`config.mk`:
```
export PLATFORM = sky130hd
export DESIGN_NAME = track_address_mark_finder
export DESIGN_NICKNAME = d
export VERILOG_FILES = /design/src/hdl/tamf_pkg.sv /design/src/hdl/tamf_core.sv /design/src/hdl/tamf_out_fifo.sv /design/src/hdl/track_address_mark_finder.sv
export SDC_FILE = /design/constraint.sdc
export NUM_CORES = 1
export LEC_CHECK = 0
export BUFFER_PORTS_ARGS = -buffer_cell sky130_fd_sc_hd__buf_2
export CORE_AREA = 2 2 160 162
export CTS_CLUSTER_DIAMETER = 50
export DETAILED_ROUTE_END_ITERATION = 8
export DIE_AREA = 0 0 162 164
export PLACE_DENSITY_LB_ADDON = 0.3
export SKIP_LAST_GASP = 1
export SYNTH_ARGS = -nofsm -noshare
export SYNTH_HDL_FRONTEND = slang
export SYNTH_SLANG_ARGS = --single-unit
export TNS_END_PERCENT = 30
```
`constraint.sdc`:
```
create_clock -name i_clk -period 8.5 [get_ports i_clk]
set_clock_uncertainty 0.2 [all_clocks]
set_input_delay 0.85 -clock i_clk [delete_from_list [all_inputs] [get_ports i_clk]]
set_output_delay 0.85 -clock i_clk [all_outputs]
set_load 0.02 [all_outputs]
```
`src/hdl/tamf_pkg.sv`:
```
`default_nettype none
package tamf_pkg;

    localparam logic [6:0]  MAX_SECTORS     = 7'd32;
    localparam logic [13:0] MAX_TRACK_BYTES = 14'd8192;
    localparam logic [5:0]  DATA_WINDOW     = 6'd43;
    localparam logic [13:0] HEADER_SKIP     = 14'd8;
    localparam logic [5:0]  SKIP_COUNT      = 6'd6;
    localparam logic [13:0] TRACK_LEN_RST   = 14'd6250;

    localparam logic [7:0] MARK_SYNC  = 8'hA1;
    localparam logic [7:0] MARK_ID    = 8'hFE;
    localparam logic [7:0] MARK_DATA  = 8'hFB;
    localparam logic [7:0] MARK_DDATA = 8'hF8;

    typedef enum logic [1:0] {
        EV_HEADER    = 2'd0,
        EV_DATA      = 2'd1,
        EV_MISSING   = 2'd2,
        EV_TRACK_END = 2'd3
    } t_event;

    typedef struct packed {
        t_event      event_res;
        logic [5:0]  sector_index;
        logic [12:0] byte_offset;
        logic [6:0]  sector_count;
        logic        overflow;
        logic        last;
    } t_result;

    // up to two results per byte, res0 first
    typedef struct packed {
        logic [1:0] num;
        t_result    res0;
        t_result    res1;
    } t_push;

endpackage
`default_nettype wire

```
`src/hdl/tamf_core.sv`:
```
`default_nettype none
module tamf_core (
    input  wire logic          i_clk,
    input  wire logic          i_rst_n,
    input  wire logic          i_accept,
    input  wire logic [7:0]    i_byte,
    input  wire logic [13:0]   i_track_length,
    output tamf_pkg::t_push    o_push
);
    import tamf_pkg::*;

    typedef enum logic [1:0] {
        PH_SEEK = 2'd0,
        PH_SKIP = 2'd1,
        PH_DATA = 2'd2,
        PH_IDLE = 2'd3
    } t_phase;

    logic [12:0] r_pos,      n_pos;
    logic [7:0]  r_prev,     n_prev;
    logic        r_usable,   n_usable;
    t_phase      r_phase,    n_phase;
    logic [5:0]  r_count,    n_count;
    logic [6:0]  r_sectors,  n_sectors;
    logic        r_overflow, n_overflow;

    logic [13:0] len;
    logic        final_byte;
    logic        pair;
    t_phase      ph;
    logic        prim_v;
    t_event      prim_ev;
    logic [5:0]  prim_idx;
    logic [12:0] prim_off;
    logic        fmiss;
    logic [5:0]  idx_dec;
    logic [6:0]  cnt_e;
    logic        ovf_e;
    logic [1:0]  num;
    t_result     res_prim, res_miss, res_end;
    t_push       push;

    always_comb begin
        len = i_track_length;
        if (len == 14'd0) begin
            len = 14'd1;
        end
        if (len > MAX_TRACK_BYTES) begin
            len = MAX_TRACK_BYTES;
        end
    end

    assign final_byte = ({1'b0, r_pos} + 14'd1) >= len;
    assign idx_dec    = r_sectors[5:0] - 6'd1;

    always_comb begin
        n_pos      = r_pos;
        n_prev     = i_byte;
        n_usable   = r_usable;
        n_phase    = r_phase;
        n_count    = r_count;
        n_sectors  = r_sectors;
        n_overflow = r_overflow;
        prim_v     = 1'b0;
        prim_ev    = EV_HEADER;
        prim_idx   = r_sectors[5:0];
        prim_off   = r_pos + 13'd1;

        ph = r_phase;
        // short track: never searched
        if (r_pos == 13'd0 && r_phase == PH_SEEK && len <= HEADER_SKIP) begin
            ph = PH_IDLE;
        end
        n_phase = ph;
        pair = r_usable && (r_prev == MARK_SYNC) && !final_byte;

        case (ph)
            PH_SEEK: begin
                if (pair && i_byte == MARK_ID) begin
                    if (r_sectors >= MAX_SECTORS) begin
                        n_overflow = 1'b1;
                        n_phase    = PH_IDLE;
                    end else begin
                        prim_v    = 1'b1;
                        prim_ev   = EV_HEADER;
                        n_sectors = r_sectors + 7'd1;
                        n_phase   = PH_SKIP;
                        n_count   = SKIP_COUNT;
                    end
                    n_usable = 1'b0;
                end else begin
                    n_usable = 1'b1;
                end
            end
            PH_SKIP: begin
                n_count = (r_count != 6'd0) ? r_count - 6'd1 : r_count;
                if (n_count == 6'd0) begin
                    n_phase = PH_DATA;
                    n_count = DATA_WINDOW;
                end
                n_usable = 1'b0;
            end
            PH_DATA: begin
                if (pair && (i_byte == MARK_DATA || i_byte == MARK_DDATA)) begin
                    prim_v   = 1'b1;
                    prim_ev  = EV_DATA;
                    prim_idx = idx_dec;
                    // resume from the A1 of the data mark
                    if (({1'b0, r_pos} + HEADER_SKIP - 14'd1) >= len) begin
                        n_phase  = PH_IDLE;
                        n_usable = 1'b0;
                    end else begin
                        n_phase  = PH_SEEK;
                        n_usable = 1'b1;
                    end
                end else if (r_count == 6'd0) begin
                    prim_v   = 1'b1;
                    prim_ev  = EV_MISSING;
                    prim_idx = idx_dec;
                    prim_off = 13'd0;
                    if (({1'b0, r_pos} + HEADER_SKIP) >= len) begin
                        n_phase  = PH_IDLE;
                        n_usable = 1'b0;
                    end else begin
                        n_phase  = PH_SEEK;
                        n_usable = 1'b1;
                    end
                end else begin
                    n_count  = r_count - 6'd1;
                    n_usable = 1'b1;
                end
            end
            default: begin
                n_usable = 1'b0;
            end
        endcase

        fmiss = final_byte && (n_phase == PH_SKIP || n_phase == PH_DATA);
        cnt_e = n_sectors;
        ovf_e = n_overflow;

        if (final_byte) begin
            n_pos      = 13'd0;
            n_usable   = 1'b0;
            n_phase    = PH_SEEK;
            n_count    = 6'd0;
            n_sectors  = 7'd0;
            n_overflow = 1'b0;
        end else begin
            n_pos = r_pos + 13'd1;
        end
    end

    always_comb begin
        res_prim = '{event_res: prim_ev, sector_index: prim_idx, byte_offset: prim_off,
                     sector_count: cnt_e, overflow: ovf_e, last: 1'b0};
        res_miss = '{event_res: EV_MISSING, sector_index: idx_dec, byte_offset: 13'd0,
                     sector_count: cnt_e, overflow: ovf_e, last: 1'b0};
        res_end  = '{event_res: EV_TRACK_END, sector_index: 6'd0, byte_offset: 13'd0,
                     sector_count: cnt_e, overflow: ovf_e, last: 1'b0};

        num = {1'b0, prim_v} + {1'b0, fmiss} + {1'b0, final_byte};

        push.res0 = prim_v ? res_prim : (fmiss ? res_miss : res_end);
        push.res1 = res_end;
        if (num == 2'd2) begin
            push.res1.last = 1'b1;
        end else begin
            push.res0.last = 1'b1;
        end
        push.num = i_accept ? num : 2'd0;
    end

    assign o_push = push;

    always_ff @(posedge i_clk) begin
        if (!i_rst_n) begin
            r_pos      <= 13'd0;
            r_prev     <= 8'd0;
            r_usable   <= 1'b0;
            r_phase    <= PH_SEEK;
            r_count    <= 6'd0;
            r_sectors  <= 7'd0;
            r_overflow <= 1'b0;
        end else if (i_accept) begin
            r_pos      <= n_pos;
            r_prev     <= n_prev;
            r_usable   <= n_usable;
            r_phase    <= n_phase;
            r_count    <= n_count;
            r_sectors  <= n_sectors;
            r_overflow <= n_overflow;
        end
    end

endmodule
`default_nettype wire

```
`src/hdl/tamf_out_fifo.sv`:
```
`default_nettype none
module tamf_out_fifo (
    input  wire logic          i_clk,
    input  wire logic          i_rst_n,
    input  wire tamf_pkg::t_push i_push,
    output logic               o_room,
    output logic               o_valid,
    input  wire logic          i_ready,
    output tamf_pkg::t_result  o_head
);
    import tamf_pkg::*;

    localparam int DEPTH = 4;
    localparam int PTR_W = $clog2(DEPTH);

    t_result            r_mem [DEPTH];
    logic [PTR_W-1:0]   r_wr_ptr, n_wr_ptr;
    logic [PTR_W-1:0]   r_rd_ptr, n_rd_ptr;
    logic [PTR_W:0]     r_count,  n_count;
    logic               pop;

    assign pop     = (r_count != '0) && i_ready;
    assign o_valid = (r_count != '0);
    assign o_head  = r_mem[r_rd_ptr];
    // room for the worst case of two words from one byte
    assign o_room  = r_count <= (PTR_W+1)'(DEPTH - 2);

    always_comb begin
        n_wr_ptr = r_wr_ptr + PTR_W'(i_push.num);
        n_rd_ptr = r_rd_ptr + PTR_W'(pop);
        n_count  = r_count + (PTR_W+1)'(i_push.num) - (PTR_W+1)'(pop);
    end

    always_ff @(posedge i_clk) begin
        if (i_push.num != 2'd0) begin
            r_mem[r_wr_ptr] <= i_push.res0;
        end
        if (i_push.num == 2'd2) begin
            r_mem[r_wr_ptr + PTR_W'(1)] <= i_push.res1;
        end
    end

    always_ff @(posedge i_clk) begin
        if (!i_rst_n) begin
            r_wr_ptr <= '0;
            r_rd_ptr <= '0;
            r_count  <= '0;
        end else begin
            r_wr_ptr <= n_wr_ptr;
            r_rd_ptr <= n_rd_ptr;
            r_count  <= n_count;
        end
    end

endmodule
`default_nettype wire

```
`src/hdl/track_address_mark_finder.sv`:
```
`default_nettype none
// Scans the raw bytes of a floppy track, one byte per input word, for ID marks (A1 FE) and
// the data marks (A1 FB / A1 F8) that follow them within 43 bytes, and emits header, data,
// missing-data and track-end events with offsets, sector count and overflow flag. The
// position wraps at track_length (0 acts as 1, above 8192 as 8192); write it only while idle.
// The search state updates in the accept cycle and a byte's result words (none, one or two)
// go into a four-word output queue, so a byte is taken every cycle while the queue has room
// for two words; output stalls back up into s_axis_tready.
module track_address_mark_finder (
    input  wire logic        i_clk,
    input  wire logic        i_rst_n,
    input  wire logic        i_cfg_valid,
    output logic             o_cfg_ready,
    input  wire logic [13:0] i_cfg_data,      // track_length
    input  wire logic        i_s_axis_tvalid,
    output logic             o_s_axis_tready,
    input  wire logic [7:0]  i_s_axis_tdata,  // track_byte
    output logic             o_m_axis_tvalid,
    input  wire logic        i_m_axis_tready,
    // [5:0] sector_index, [18:6] byte_offset, [25:19] sector_count, [26] overflow, rest 0
    output logic [31:0]      o_m_axis_tdata,
    output logic [1:0]       o_m_axis_tuser,  // event_res
    output logic             o_m_axis_tlast   // last word of a byte
);
    import tamf_pkg::*;

    logic [13:0] r_track_length;
    logic        accept;
    logic        room;
    t_push       push;
    t_result     head;

    assign o_cfg_ready     = 1'b1;
    assign o_s_axis_tready = room;
    assign accept          = i_s_axis_tvalid && room;

    always_ff @(posedge i_clk) begin
        if (!i_rst_n) begin
            r_track_length <= TRACK_LEN_RST;
        end else if (i_cfg_valid) begin
            r_track_length <= i_cfg_data;
        end
    end

    tamf_core u_core (
        .i_clk          (i_clk),
        .i_rst_n        (i_rst_n),
        .i_accept       (accept),
        .i_byte         (i_s_axis_tdata),
        .i_track_length (r_track_length),
        .o_push         (push)
    );

    tamf_out_fifo u_out_fifo (
        .i_clk   (i_clk),
        .i_rst_n (i_rst_n),
        .i_push  (push),
        .o_room  (room),
        .o_valid (o_m_axis_tvalid),
        .i_ready (i_m_axis_tready),
        .o_head  (head)
    );

    assign o_m_axis_tdata = {5'd0, head.overflow, head.sector_count, head.byte_offset,
                             head.sector_index};
    assign o_m_axis_tuser = head.event_res;
    assign o_m_axis_tlast = head.last;

endmodule
`default_nettype wire

```
==> results.md <==
- Maximum fanout along the worst path: 28
- Layout cells sized above 1: 14.6%
- Dpl hpwl: 18100 um
- Internal: 1.47 mW
- TritonCTS Sinks: 179
- Buffers on Ports: 58
- Post-synth EDFFs: 36
- Post-synth cell types: 80
- Sequential share of power: 43.5%
- Mux contribution to synthesized area: 8.73%
- Sw Ratio: 30.5%
- Worst Setup Start Kind: register
- Peak Freq: 138 MHz
- Max-slew violations: 0
- Hold Buf Count CTS: 0
- GR peak layer: met2
- Final hold vios: 0
- Total grt overflow: 0
- Drc violations: 0
- Status: completed
- #FFs+latches synth: 179
- Via count: 7813
- Pre-antenna DRT Iters: 5
- Synth Area in Adders: 7.56%
- Post-synthesis xor/xnor area fraction: 4.37%
- Synth Area in Compound Gates: 15.4%
- Syn Inst Count: 1052
- Area Growth Syn to Fin: 11.3%
- Final Cycle Share: 85.0%
- Routability cong.: 0.877
- Vias in the first global route: 7714
- Max clock buf depth: 2
- Reg2Reg Setup Slack: 1.28 ns
- Vias per cell: 5.51
- Core Box Area: 24800 um2
- # IOs: 65
- CP endpoint kind: register
- Setup bufs post-CTS: 0
- Avg Synthesized Cell Area: 9.31 um2
- CP Class: register to register
- Total wire length: 25500 um
- Clock root buffer master: clkbuf_16
- Filler cells: 2499
- Drt initial violations: 590
- CTS tree: built
- Largest net degree at the start of global routing: 47
- Die width: 162 um
- Data required, critical path: 8.68 ns
- Reg area: 3950 um2
- Cell count of the worst reg-to-reg path: 22
- RSZ-0062 raised after global routing: no
- Max-slew headroom: 33.6%
- TritonCTS buffer count: 17
- Post-synthesis sequential area ratio: 40.3%
- Reg clk slew, reported paths: 0.08 ns
- Total of max-cap violations: 0
- DR WL/cell: 18.0 um
- Clock power share: 39.6%
- Tmin final: 7.22 ns
- Antenna violations before repair: 0
- VDD IR max: 142 uV
- Met2 global-route usage: 31.9%
- Latest clock arrival within the worst-skew pair: 0.44 ns
- Total Power: 2.11 mW
- Setup ws final: 1.28 ns
- P_sw: 0.645 mW
- # nets final: 1161
- Reg2reg end: u_out_fifo.r_mem[1][23]
- Multi-input logic area: 5330 um2
- Starting Density: 39.5%
- Min-Delay Path Class: register to register
- Reg2reg start: u_core.r_pos[3]
- Setup Viol. Count Final: 0
- Total track usage: 19.6%
- Post-synthesis cell area: 9800 um2
- Diodes inserted: 0
- Critical path arrival: 7.40 ns
- Met3 usage: 3.59%
- Yosys warns: 0
- Setup crit end: u_out_fifo.r_mem[1][23]
- First-pass GRT wire length: 41100 um
- Post-cts resize count: 0
- Site row count: 58
- Final Util: 43.9%
- Synth Flop Type: dfxtp_1
- Largest family of logic cells by synthesized area: simple AND/OR/NAND/NOR gates
- Pre-CTS WS: 1.36 ns
- DIE AREA: 26600 um2
- Htree depth: 4
- P_leak: 4.26 nW
- P per Cell Area: 194 nW/um2
- Grt met1 use: 27.0%
- Crit. Startpoint: u_core.r_pos[3]
- Final antenna-violating net count: 0
- Logic pwr share: 17.0%
- Asr flop ratio synth: 0%
- Slew @ Worst Pin: 0.992 ns
- Post-synthesis simple-gate area fraction: 18.0%
- Die height: 164 um
- Setup TNS: 0 ns
area by class of cell:
class	instances	area share, %
Inverter	57	1.96
Multi-Input combinational cell	754	48.9
Timing Repair Buffer	67	3.28
Clock buffer	19	4.36
Tap cell	330	3.79
Sequential cell	179	36.2
Clock inverter	13	1.55
Yosys cell counts (6+ instances only):
cell | instances | area (um2)
nor3_1 | 26 | 130
o21ai_0 | 59 | 295
buf_4 | 7 | 52.6
mux4_2 | 30 | 676
and3_1 | 6 | 37.5
o21ai_1 | 20 | 100
edfxtp_1 | 36 | 1080
mux2i_1 | 18 | 180
nor4_1 | 6 | 37.5
buf_6 | 6 | 67.6
nor2b_1 | 8 | 50.1
a21oi_1 | 61 | 305
nand2_1 | 136 | 510
nand3_1 | 19 | 95.1
nor2_1 | 99 | 372
nand4_1 | 19 | 119
xor2_1 | 19 | 166
buf_1 | 7 | 26.3
ha_1 | 56 | 701
or3_1 | 8 | 50.1
xnor2_1 | 28 | 245
a32o_1 | 24 | 240
dfxtp_1 | 143 | 2860
inv_1 | 53 | 199
clkbuf_1 | 40 | 150
o21a_1 | 8 | 60.1
and2_1 | 8 | 50.1
cells in the final DEF, fill, tap and decap left out, drive strengths merged, types with 20 or more instances in the layout:
cell type,instances
ha,56
mux4,30
a32o,24
edfxtp,36
buf,67
nor2,99
xor2,20
nand2,136
inv,63
a21oi,61
dfxtp,143
xnor2,28
o21ai,80
nor3,28
power by group through the flow:
stage / Sequential, mW / Clock [mW] / Combinational (mW)
after floorplan: 0.917 / 0 / 0.277
after global placement: 0.938 / 0 / 0.362
after detailed placement: 0.940 / 0 / 0.362
after CTS: 0.920 / 0.850 / 0.364
after global routing: 0.925 / 0.886 / 0.396
final: 0.919 / 0.837 / 0.358
per-layer routing:
metal  part of all wire [%]  vias up
met5                      0        -
met2                     46      193
met1                     48     3787
met4                    1.2        0
met3                    5.1       21
li1                       -     3812
logic make-up after synthesis:
| family | Yosys count |
|---|---|
| and+or+nand+nor | 368 |
| AOI/OAI and AO/OA | 226 |
| DFF | 179 |
| buffers and inverters | 123 |
| adders and majority gates | 58 |
| xor gates and xnor gates | 48 |
| muxes | 48 |
| other | 2 |
critical path, cell delays in order (launching register included):
cell and delay (ns):
dfxtp_1 0.54, and3_1 0.31, and3_1 0.28, and3_1 0.28, nand3_1 0.11, xor2_1 0.34
inv_1 0.14, ha_1 0.31, nand4_1 0.15, nor2_1 0.07, nor4_2 0.46, nand2_1 0.58
inv_2 0.46, a31oi_1 0.21, nand2b_1 0.21, o41ai_1 0.06, a32oi_1 0.18, fa_1 0.61
a21oi_1 0.22, inv_1 0.10, or3_2 0.45, o22ai_4 0.60, a32o_1 0.28
metrics by stage:
step | hold slack (ns) | cell area, um2 | cells
2_1_floorplan | 0.220 | 9810 | 1056
3_3_place_gp | 0.231 | 10300 | 1387
3_5_place_dp | 0.236 | 10300 | 1387
4_1_cts | 0.252 | 10900 | 1419
5_1_grt | 0.273 | 10900 | 1419
6_report | 0.251 | 10900 | 1419
flip-flops by register name, indices dropped and copies added, names as in the netlist:
| register | flops |
|---|---|
| u_core.r_pos | 13 |
| u_core.r_usable | 1 |
| u_core.r_phase | 2 |
| u_core.r_overflow | 1 |
| u_core.r_prev | 8 |
| u_out_fifo.r_count | 3 |
| u_core.r_sectors | 7 |
| u_out_fifo.r_rd_ptr | 2 |
| r_track_length | 14 |
| u_out_fifo.r_wr_ptr | 2 |
| u_core.r_count | 6 |
| u_out_fifo.r_mem | 120 |
worst min-delay path by stage:
| stage | startpoint | to | depth (start not counted) |
|---|---|---|---|
| 6_report | u_out_fifo.r_mem[3][19] | u_out_fifo.r_mem[3][19] | 2 |
| 3_3_place_gp | u_out_fifo.r_mem[2][17] | u_out_fifo.r_mem[2][17] | 2 |
| 4_1_cts | u_out_fifo.r_mem[1][19] | u_out_fifo.r_mem[1][19] | 2 |
| 2_1_floorplan | u_out_fifo.r_mem[2][11] | u_out_fifo.r_mem[2][11] | 2 |
| 3_5_place_dp | u_out_fifo.r_mem[0][28] | u_out_fifo.r_mem[0][28] | 2 |
| 5_1_grt | u_out_fifo.r_mem[3][16] | u_out_fifo.r_mem[3][16] | 2 |
(Power assumes the default switching activity.)
